File: config.mk
export PLATFORM = sky130hd
export DESIGN_NAME = distance_follow_drive_controller
export DESIGN_NICKNAME = d
export VERILOG_FILES = /design/src/hw/rtl/dfdc_pkg.sv /design/src/hw/rtl/distance_follow_drive_controller.sv /design/src/hw/rtl/dfdc_cfg.sv /design/src/hw/rtl/dfdc_wheel.sv /design/src/hw/rtl/dfdc_core.sv
export VERILOG_INCLUDE_DIRS = /design/src /design/src/hw/rtl
export SDC_FILE = /design/constraint.sdc
export NUM_CORES = 1
export LEC_CHECK = 0
export BUFFER_PORTS_ARGS = -buffer_cell sky130_fd_sc_hd__buf_2
export CELL_PAD_IN_SITES_DETAIL_PLACEMENT = 1
export CELL_PAD_IN_SITES_GLOBAL_PLACEMENT = 1
export CORE_MARGIN = 1
export CORE_UTILIZATION = 40
export CTS_BUF_LIST = sky130_fd_sc_hd__clkbuf_16
export CTS_CLUSTER_SIZE = 25
export DETAILED_ROUTE_END_ITERATION = 7
export PLACE_DENSITY_LB_ADDON = 0.1
export SLEW_MARGIN = 20
export SYNTH_ARGS = -nofsm -noshare
export SYNTH_HDL_FRONTEND = slang
export SYNTH_SLANG_ARGS = --single-unit
File: constraint.sdc
create_clock -name clk -period 48.4 [get_ports clk]
set_input_delay 9.68 -clock clk [delete_from_list [all_inputs] [get_ports clk]]
set_output_delay 9.68 -clock clk [all_outputs]
set_load 0.005 [all_outputs]
File: src/hw/rtl/distance_follow_drive_controller_defines.svh
// Assertion macros shared by the RTL of the distance follow drive controller.
// Each macro expects clk and arst_n in scope.
`ifndef DISTANCE_FOLLOW_DRIVE_CONTROLLER_DEFINES_SVH
`define DISTANCE_FOLLOW_DRIVE_CONTROLLER_DEFINES_SVH

// Same-cycle implication.
`define DFDC_ASSERT_NOW(label, cond, conseq) \
	label: assert property (@(posedge clk) disable iff (!arst_n) (cond) |-> (conseq)) \
		else $error("dfdc: same-cycle check failed");

// Next-cycle implication.
`define DFDC_ASSERT_NEXT(label, cond, conseq) \
	label: assert property (@(posedge clk) disable iff (!arst_n) (cond) |=> (conseq)) \
		else $error("dfdc: next-cycle check failed");

`endif

File: src/hw/rtl/dfdc_pkg.sv
`timescale 1ns / 1ps
`default_nettype none
package dfdc_pkg;

	localparam int PwmFullScaleDef = 10000;

	localparam int CfgIdxW  = 3;
	localparam int CfgDataW = 14;
	localparam int StatW    = 8;
	localparam int DistW    = 13;
	localparam int DutyW    = 14;
	localparam int IntegW   = 13;

	// Register reset values
	localparam logic [10:0] RstRefDist  = 11'd100;
	localparam logic [11:0] RstIntLim   = 12'd2000;
	localparam logic [12:0] RstSpdLim   = 13'd4000;
	localparam logic [9:0]  RstDeadband = 10'd50;
	localparam logic [13:0] RstPwmOff   = 14'd6000;
	localparam logic [10:0] RstValidMin = 11'd5;
	localparam logic [12:0] RstValidMax = 13'd500;
	localparam logic [7:0]  RstErrLim   = 8'd10;

	typedef enum logic [CfgIdxW-1:0] {
		REG_REF_DIST  = 3'd0,
		REG_INT_LIM   = 3'd1,
		REG_SPD_LIM   = 3'd2,
		REG_DEADBAND  = 3'd3,
		REG_PWM_OFF   = 3'd4,
		REG_VALID_MIN = 3'd5,
		REG_VALID_MAX = 3'd6,
		REG_ERR_LIM   = 3'd7
	} reg_idx_t;

	typedef enum logic [1:0] {
		DIR_STOP = 2'd0,
		DIR_FWD  = 2'd1,
		DIR_BWD  = 2'd2
	} dir_t;

	typedef struct packed {
		logic [10:0] ref_dist;
		logic [11:0] int_lim;
		logic [12:0] spd_lim;
		logic [9:0]  deadband;
		logic [13:0] pwm_off;
		logic [10:0] valid_min;
		logic [12:0] valid_max;
		logic [7:0]  err_lim;
	} cfg_t;

	typedef struct packed {
		logic             sample_ready;
		logic [StatW-1:0] right_status;
		logic [DistW-1:0] right_distance;
		logic [StatW-1:0] left_status;
		logic [DistW-1:0] left_distance;
	} item_t;

	typedef struct packed {
		logic [DutyW-1:0] left_duty;
		dir_t             left_direction;
		logic [DutyW-1:0] right_duty;
		dir_t             right_direction;
		logic             in_window;
		logic             fault;
	} res_t;

	typedef struct packed {
		logic                     fault;
		logic signed [IntegW-1:0] integral;
	} st_t;

endpackage
`default_nettype wire

File: src/hw/rtl/distance_follow_drive_controller.sv
// Channel  Dir  Handshake               Payload
// s_*      in   s_tvalid / s_tready     s_tdata sensor sample, s_tuser sample_ready
// m_*      out  m_tvalid / m_tready     m_tdata wheel duties, directions, window, fault
// cfg_*    in   cfg_valid / cfg_ready   cfg_index register, cfg_data value
//
// Requests pass the input, then the result register; one per cycle unless stalled.
// The whole control tick is combinational between the input register and the result
// register, with the held ranges, counts, integral and fault fed back from the tick.
// Reset restores register defaults and clears all state; no clearing pass is needed.
// A stalled result holds in the output register while one more request waits in the
// input register; cfg_ready is always high.
`timescale 1ns / 1ps
`default_nettype none
`include "distance_follow_drive_controller_defines.svh"
module distance_follow_drive_controller #(
	parameter int PWM_FULL_SCALE = dfdc_pkg::PwmFullScaleDef
) (
	input  wire                               clk,
	input  wire                               arst_n,
	input  wire                               s_tvalid,
	output logic                              s_tready,
	// [7:0] right_status, [20:8] right_distance, [28:21] left_status,
	// [41:29] left_distance, [47:42] zero
	input  wire  [47:0]                       s_tdata,
	// [0] sample_ready
	input  wire                               s_tuser,
	output logic                              m_tvalid,
	input  wire                               m_tready,
	// [13:0] left_duty, [15:14] left_direction, [29:16] right_duty,
	// [31:30] right_direction, [32] in_window, [33] fault, [39:34] zero
	output logic [39:0]                       m_tdata,
	input  wire                               cfg_valid,
	output logic                              cfg_ready,
	input  wire  [dfdc_pkg::CfgIdxW-1:0]      cfg_index,
	input  wire  [dfdc_pkg::CfgDataW-1:0]     cfg_data
);

	dfdc_pkg::cfg_t  cfg;
	dfdc_pkg::item_t item_s1;
	dfdc_pkg::res_t  res, res_s2;
	dfdc_pkg::st_t   st;
	logic            valid_s1, valid_s2;
	logic            adv, go;

	assign cfg_ready = 1'b1;

	dfdc_cfg u_cfg (
		.clk      (clk),
		.arst_n   (arst_n),
		.wr_en    (cfg_valid),
		.wr_index (cfg_index),
		.wr_data  (cfg_data),
		.cfg      (cfg)
	);

	assign adv      = !valid_s2 || m_tready;
	assign go       = valid_s1 && adv;
	assign s_tready = !valid_s1 || adv;

	always_ff @(posedge clk or negedge arst_n) begin
		if (!arst_n) begin
			valid_s1 <= 1'b0;
			valid_s2 <= 1'b0;
		end else begin
			if (s_tready)
				valid_s1 <= s_tvalid;
			if (adv)
				valid_s2 <= valid_s1;
		end
	end

	always_ff @(posedge clk) begin
		if (s_tvalid && s_tready) begin
			item_s1.sample_ready   <= s_tuser;
			item_s1.right_status   <= s_tdata[7:0];
			item_s1.right_distance <= s_tdata[20:8];
			item_s1.left_status    <= s_tdata[28:21];
			item_s1.left_distance  <= s_tdata[41:29];
		end
		if (go)
			res_s2 <= res;
	end

	dfdc_core #(.PWM_FULL_SCALE(PWM_FULL_SCALE)) u_core (
		.clk    (clk),
		.arst_n (arst_n),
		.go     (go),
		.item   (item_s1),
		.cfg    (cfg),
		.res    (res),
		.st     (st)
	);

	assign m_tvalid = valid_s2;
	assign m_tdata  = {6'b0, res_s2.fault, res_s2.in_window,
	                   res_s2.right_direction, res_s2.right_duty,
	                   res_s2.left_direction, res_s2.left_duty};

	// Fault is sticky and freezes the integral
	`DFDC_ASSERT_NEXT(a_fault_sticky, st.fault, st.fault)
	`DFDC_ASSERT_NEXT(a_integ_frozen, st.fault, $stable(st.integral))
	// A waiting request in the input stage is never dropped
	`DFDC_ASSERT_NEXT(a_s1_held, valid_s1 && !adv, valid_s1)
	// A new result only comes from a request in the input stage
	`DFDC_ASSERT_NOW(a_res_source, $rose(valid_s2), $past(valid_s1))

endmodule
`default_nettype wire

File: src/hw/rtl/dfdc_cfg.sv
`timescale 1ns / 1ps
`default_nettype none
module dfdc_cfg (
	input  wire                                clk,
	input  wire                                arst_n,
	input  wire                                wr_en,
	input  wire [dfdc_pkg::CfgIdxW-1:0]        wr_index,
	input  wire [dfdc_pkg::CfgDataW-1:0]       wr_data,
	output dfdc_pkg::cfg_t                     cfg
);

	dfdc_pkg::cfg_t cfg_q;

	always_ff @(posedge clk or negedge arst_n) begin
		if (!arst_n) begin
			cfg_q.ref_dist  <= dfdc_pkg::RstRefDist;
			cfg_q.int_lim   <= dfdc_pkg::RstIntLim;
			cfg_q.spd_lim   <= dfdc_pkg::RstSpdLim;
			cfg_q.deadband  <= dfdc_pkg::RstDeadband;
			cfg_q.pwm_off   <= dfdc_pkg::RstPwmOff;
			cfg_q.valid_min <= dfdc_pkg::RstValidMin;
			cfg_q.valid_max <= dfdc_pkg::RstValidMax;
			cfg_q.err_lim   <= dfdc_pkg::RstErrLim;
		end else if (wr_en) begin
			unique case (dfdc_pkg::reg_idx_t'(wr_index))
				dfdc_pkg::REG_REF_DIST:  cfg_q.ref_dist  <= wr_data[10:0];
				dfdc_pkg::REG_INT_LIM:   cfg_q.int_lim   <= wr_data[11:0];
				dfdc_pkg::REG_SPD_LIM:   cfg_q.spd_lim   <= wr_data[12:0];
				dfdc_pkg::REG_DEADBAND:  cfg_q.deadband  <= wr_data[9:0];
				dfdc_pkg::REG_PWM_OFF:   cfg_q.pwm_off   <= wr_data[13:0];
				dfdc_pkg::REG_VALID_MIN: cfg_q.valid_min <= wr_data[10:0];
				dfdc_pkg::REG_VALID_MAX: cfg_q.valid_max <= wr_data[12:0];
				dfdc_pkg::REG_ERR_LIM:   cfg_q.err_lim   <= wr_data[7:0];
				default: ;
			endcase
		end
	end

	assign cfg = cfg_q;

endmodule
`default_nettype wire

File: src/hw/rtl/dfdc_wheel.sv
`timescale 1ns / 1ps
`default_nettype none
module dfdc_wheel #(
	parameter int PWM_FULL_SCALE = dfdc_pkg::PwmFullScaleDef
) (
	input  wire signed [13:0]               speed,
	input  wire        [9:0]                deadband,
	input  wire        [13:0]               pwm_off,
	output logic [dfdc_pkg::DutyW-1:0]      duty,
	output dfdc_pkg::dir_t                  dir,
	output logic                            ovf
);

	localparam int FsW  = $clog2(PWM_FULL_SCALE + 1);
	localparam int CmpW = (FsW > 15) ? FsW : 15;

	logic [13:0] neg;
	logic [12:0] mag;
	logic        stop;
	logic [14:0] sum;

	always_comb begin
		neg  = 14'(-speed);
		mag  = speed[13] ? neg[12:0] : speed[12:0];
		stop = mag <= {3'b0, deadband};
		sum  = {2'b0, mag} + {1'b0, pwm_off};
		ovf  = !stop && (CmpW'(sum) > CmpW'(PWM_FULL_SCALE));
		if (stop) begin
			duty = '0;
			dir  = dfdc_pkg::DIR_STOP;
		end else begin
			duty = sum[dfdc_pkg::DutyW-1:0];
			dir  = speed[13] ? dfdc_pkg::DIR_BWD : dfdc_pkg::DIR_FWD;
		end
	end

endmodule
`default_nettype wire

File: src/hw/rtl/dfdc_core.sv
`timescale 1ns / 1ps
`default_nettype none
module dfdc_core #(
	parameter int PWM_FULL_SCALE = dfdc_pkg::PwmFullScaleDef
) (
	input  wire             clk,
	input  wire             arst_n,
	input  wire             go,
	input  dfdc_pkg::item_t item,
	input  dfdc_pkg::cfg_t  cfg,
	output dfdc_pkg::res_t  res,
	output dfdc_pkg::st_t   st
);

	logic        [12:0] held_r_q, held_l_q;
	logic signed [12:0] integ_q;
	logic        [7:0]  cnt_r_q, cnt_l_q;
	logic               fault_q;

	logic               upd, r_ok, l_ok, cnt_fault, run, ovl, ovr, fault_n;
	logic        [12:0] held_r_n, held_l_n;
	logic        [7:0]  cnt_r_n, cnt_l_n;
	logic        [13:0] pair_sum;
	logic        [12:0] mean;
	logic signed [15:0] sum_i, lim16;
	logic signed [15:0] int_c;
	logic signed [12:0] integ_n;
	logic signed [14:0] x3, x3r, base;
	logic signed [13:0] diff;
	logic signed [16:0] turn, ls_raw, rs_raw, slim17, ls_c, rs_c;
	logic signed [13:0] ls, rs;
	logic [dfdc_pkg::DutyW-1:0] ld, rd;
	dfdc_pkg::dir_t     ldir, rdir;

	always_comb begin
		upd  = !fault_q && item.sample_ready;
		r_ok = item.right_status == '0;
		l_ok = item.left_status == '0;

		cnt_r_n  = cnt_r_q;
		held_r_n = held_r_q;
		cnt_l_n  = cnt_l_q;
		held_l_n = held_l_q;
		if (upd) begin
			if (r_ok) begin
				held_r_n = item.right_distance;
				cnt_r_n  = '0;
			end else if (cnt_r_q != 8'hFF) begin
				cnt_r_n = cnt_r_q + 8'd1;
			end
			if (l_ok) begin
				held_l_n = item.left_distance;
				cnt_l_n  = '0;
			end else if (cnt_l_q != 8'hFF) begin
				cnt_l_n = cnt_l_q + 8'd1;
			end
		end
		cnt_fault = upd && ((cnt_l_n > cfg.err_lim) || (cnt_r_n > cfg.err_lim));
		run       = !fault_q && !cnt_fault;

		// Integral loop on the mean range
		pair_sum = {1'b0, held_l_n} + {1'b0, held_r_n};
		mean     = pair_sum[13:1];
		sum_i    = 16'(integ_q) + signed'({5'b0, cfg.ref_dist}) - signed'({3'b0, mean});
		lim16    = signed'({4'b0, cfg.int_lim});
		if (sum_i > lim16)
			int_c = lim16;
		else if (sum_i < -lim16)
			int_c = -lim16;
		else
			int_c = sum_i;
		integ_n = int_c[12:0];

		// 1.5 * integral, rounded toward zero
		x3   = (15'(integ_n) <<< 1) + 15'(integ_n);
		x3r  = x3 + signed'({14'b0, x3[14]});
		base = x3r >>> 1;

		diff   = signed'({1'b0, held_l_n}) - signed'({1'b0, held_r_n});
		turn   = 17'(diff) <<< 1;
		ls_raw = 17'(base) - turn;
		rs_raw = 17'(base) + turn;
		slim17 = signed'({4'b0, cfg.spd_lim});
		if (ls_raw > slim17)
			ls_c = slim17;
		else if (ls_raw < -slim17)
			ls_c = -slim17;
		else
			ls_c = ls_raw;
		if (rs_raw > slim17)
			rs_c = slim17;
		else if (rs_raw < -slim17)
			rs_c = -slim17;
		else
			rs_c = rs_raw;
		ls = ls_c[13:0];
		rs = rs_c[13:0];
	end

	dfdc_wheel #(.PWM_FULL_SCALE(PWM_FULL_SCALE)) u_wheel_l (
		.speed    (ls),
		.deadband (cfg.deadband),
		.pwm_off  (cfg.pwm_off),
		.duty     (ld),
		.dir      (ldir),
		.ovf      (ovl)
	);

	dfdc_wheel #(.PWM_FULL_SCALE(PWM_FULL_SCALE)) u_wheel_r (
		.speed    (rs),
		.deadband (cfg.deadband),
		.pwm_off  (cfg.pwm_off),
		.duty     (rd),
		.dir      (rdir),
		.ovf      (ovr)
	);

	always_comb begin
		fault_n = fault_q || cnt_fault || (run && (ovl || ovr));
		if (fault_n) begin
			res.left_duty       = '0;
			res.left_direction  = dfdc_pkg::DIR_STOP;
			res.right_duty      = '0;
			res.right_direction = dfdc_pkg::DIR_STOP;
		end else begin
			res.left_duty       = ld;
			res.left_direction  = ldir;
			res.right_duty      = rd;
			res.right_direction = rdir;
		end
		res.in_window = (held_r_n > {2'b0, cfg.valid_min}) && (held_r_n <= cfg.valid_max) &&
		                (held_l_n > {2'b0, cfg.valid_min}) && (held_l_n <= cfg.valid_max);
		res.fault     = fault_n;
	end

	always_ff @(posedge clk or negedge arst_n) begin
		if (!arst_n) begin
			held_r_q <= '0;
			held_l_q <= '0;
			integ_q  <= '0;
			cnt_r_q  <= '0;
			cnt_l_q  <= '0;
			fault_q  <= 1'b0;
		end else if (go) begin
			held_r_q <= held_r_n;
			held_l_q <= held_l_n;
			cnt_r_q  <= cnt_r_n;
			cnt_l_q  <= cnt_l_n;
			fault_q  <= fault_n;
			if (run)
				integ_q <= integ_n;
		end
	end

	assign st.fault    = fault_q;
	assign st.integral = integ_q;

endmodule
`default_nettype wire
==> summary.md <==
| Metric | Value |
|---|---|
| Status | `completed` |
| Ys flop type | `dfrtp_1` |
| CTS Buf Count | `27` |
| # Post-CTS Setup Buffers | `0` |
| Cts repair resizes | `0` |
| Setup tns final | `0 ns` |
| Core footprint | `51200 µm²` |
| Hold Startpoint | `u_core.held_l_q[3]$_DFFE_PN0P_` |
| Max transition margin | `28.98%` |
| Min Hold Slack | `0.4805 ns` |
| Initial core utilization | `40.48%` |
| Kind of critical path | `register to register` |
| Crit path max fanout | `33` |
| Commonest cells after routing, fill and taps aside | `284 x ha_1, 253 x nand2_1, 186 x inv_1` |
| Synth async-reset ratio | `66.08%` |
| Synth Register Bits | `227` |
| CTS clk-pin slew, worst paths | `0.06 ns` |
| DRT iter0 DRCs | `838` |
| Crit-path most repeated cell | `o21ai_0` |
| I/O pins | `114` |
| Antenna violations before repair | `4` |
| Worst EP required | `48.70 ns` |
| Layout cells sized above 1 | `14.64%` |
| Clk sinks | `227` |
| Worst reg2reg path depth | `80` |
| Routed wire length per instance | `21.49 µm` |
| Slowest CP cell | `nand3_1` |
| Crit path launch type | `register` |
| Largest net degree at the start of global routing | `88` |
| Area grow syn2layout | `9.763%` |
| RSZ-0062 raised after global routing | `false` |
| Nets | `2755` |
| Number of buffers inserted by hold repair at cts | `0` |
| Syn avg cell area | `8.994 µm²` |
| Post-Route Utilization | `44.43%` |
| Min cycle time layout | `21.07 ns` |
| FF-to-FF End | `m_tdata[33]$_DFFE_PP_` |
| Clk_lat worst skew | `0.58 ns` |
| Detailed Place HPWL | `53.00 mm` |
| Final hold vios | `0` |
| # setup viols final | `0` |
| Critical Path Max Stage Delay | `0.83 ns` |
| Vias | `17390` |
| Crit path to | `m_tdata[33]$_DFFE_PP_` |
| Critical path endpoint category | `register` |
| Vias/cell | `5.636` |
| Top cells by area, synth | `ha_1 17%, dfrtp_1 14%, edfxtp_1 11%` |
| Actual slew at the worst max-slew pin | `1.062 ns` |
| Hold path cells | `2` |
| Drt first pass iters | `5` |
| GRT Overall Usage | `25.17%` |
| Die extent in x | `229.6 µm` |
| CP startpoint | `item_s1[41]$_DFFE_PP_` |
| Root buffer cell | `clkbuf_16` |
| Pins Over Slew Limit | `0` |
| Die H | `229.6 µm` |
| Post-synth cell types | `103` |
| Number of max-cap violations | `0` |
| Die ar. | `52720 µm²` |
| Share of the synthesized area in the top cell type | `17.15%` |
| H-tree depth | `1` |
| DRC errors left | `0` |
| First-pass GRT wire length | `104.1 mm` |
| Clock skew | `0.03114 ns` |
| R2R setup slack | `27.33 ns` |
| Period Utilization, post-route | `43.53%` |
| R2R Path Start | `item_s1[41]$_DFFE_PP_` |
| Port Buffers | `100` |
| Commonest non-fill, non-tap cell in the layout | `ha_1` |
| Syn Std Cell Area | `20720 µm²` |
| Number of synthesized flops with an enable pin | `77` |
| Grt total ovfl | `0` |
| Post-DRT Antenna Nets | `0` |
| WP data arrival | `21.37 ns` |
| Clock tree buffer depth | `3` |
| GP Congestion | `0.9156` |
| FP Rows | `83` |
| Yosys warning count | `0` |
| Fillcell total | `5936` |
| Fmax | `47.46 MHz` |
| Yosys top cell by area | `ha_1` |
| Post-Route WL | `66.32 mm` |
| Path category of the worst min-delay check | `register to register` |
| Gate count of the mapped netlist | `2304` |
| Sequential area share after synthesis | `29.48%` |
| CTS tree | `built` |
| Number of global-route vias before repair | `18140` |
sequential cells by signal, summed over array words and instances, names as in the netlist:
register and flops:
u_core.held_r_q 13, m_tdata 34, u_core.cnt_l_q 8, u_core.cnt_r_q 8, item_s1 43, u_core.held_l_q 13
u_cfg.cfg 92, m_tvalid 1, u_core.integ_q 13, u_core.fault_q 1, valid_s1 1
layer usage:
layer / part of all wire [%] / vias to the layer above / global-route usage [%]
met5: 0 / - / 0
met1: 45 / 8629 / 33.45
li1: - / 8417 / -
met3: 3.2 / 78 / 2.366
met4: 2.5 / 0 / 6.604
met2: 49 / 269 / 43.48
Yosys cell counts (all sizes together), types with 9 or more instances:
cell     count
o21a        44
nand4       37
nor4        20
mux2        74
nand3       47
and3        12
a31oi       10
ha         284
o21bai      19
dfstp       35
xnor2       97
o2111ai      9
clkbuf      37
edfxtp      77
inv        183
o21ai      158
a21o        40
nor2       129
o31ai       16
buf         38
nor2b       32
o211ai      15
and2        10
dfrtp      115
mux2i       34
fa          17
or3         11
or2         13
a21oi      144
nor3b       10
nor3        70
nand2      254
a21boi       9
a211oi      20
nand2b      27
xor2        42
critical path: cells and delay by family, from the launching register on:
kind | cells | cell delay, ns
AOI/OAI and AO/OA | 41 | 10.82
buffers and inverters | 5 | 0.89
adders and majority gates | 10 | 3.05
muxes | 2 | 0.86
DFF | 1 | 0.37
and+or+nand+nor | 19 | 3.84
xor gates and xnor gates | 3 | 0.86
worst min-delay path by stage:
stage / slack, ns / to
floorplan: 0.45 / u_core.held_l_q[2]$_DFFE_PN0P_
global placement: 0.46 / u_core.held_l_q[4]$_DFFE_PN0P_
detailed placement: 0.47 / u_core.held_l_q[3]$_DFFE_PN0P_
CTS: 0.49 / u_core.held_l_q[3]$_DFFE_PN0P_
global route: 0.51 / u_core.held_l_q[10]$_DFFE_PN0P_
finish: 0.48 / u_core.held_l_q[3]$_DFFE_PN0P_
cells by family after synthesis:
kind of cell / share of synthesized area, %
other: 0.03624
AND/OR/NAND/NOR: 16.83
adder cells (fa/ha/maj): 18.79
XOR/XNOR: 5.947
flip-flops: 29.48
multiplexers: 5.682
buffers and inverters: 5.175
AO/OA/AOI/OAI: 18.06
per-stage QoR:
step | instance area (µm²) | instances | worst slack [ns]
after global placement | 21900 | 3034 | 27.73
final | 22750 | 3086 | 27.33
after global routing | 22740 | 3085 | 25.40
after floorplan | 20740 | 2309 | 28.87
after detailed placement | 21900 | 3034 | 27.49
after CTS | 22730 | 3084 | 27.29
area by class of cell:
type                       count  area [µm²]  area share (%)
antenna                        2       5.005         0.02200
sequential                   227        6110           26.86
inverter                     186       700.7           3.080
tap                          680       850.8           3.741
clock buffer                  28       700.7           3.080
timing repair buffer         120       656.9           2.888
clock inverter                22       126.4          0.5556
multi-input combinational   1821       13600           59.77
Power is not shown: default switching activity piles up to over one toggle a cycle in this logic, so the estimate is an artifact.
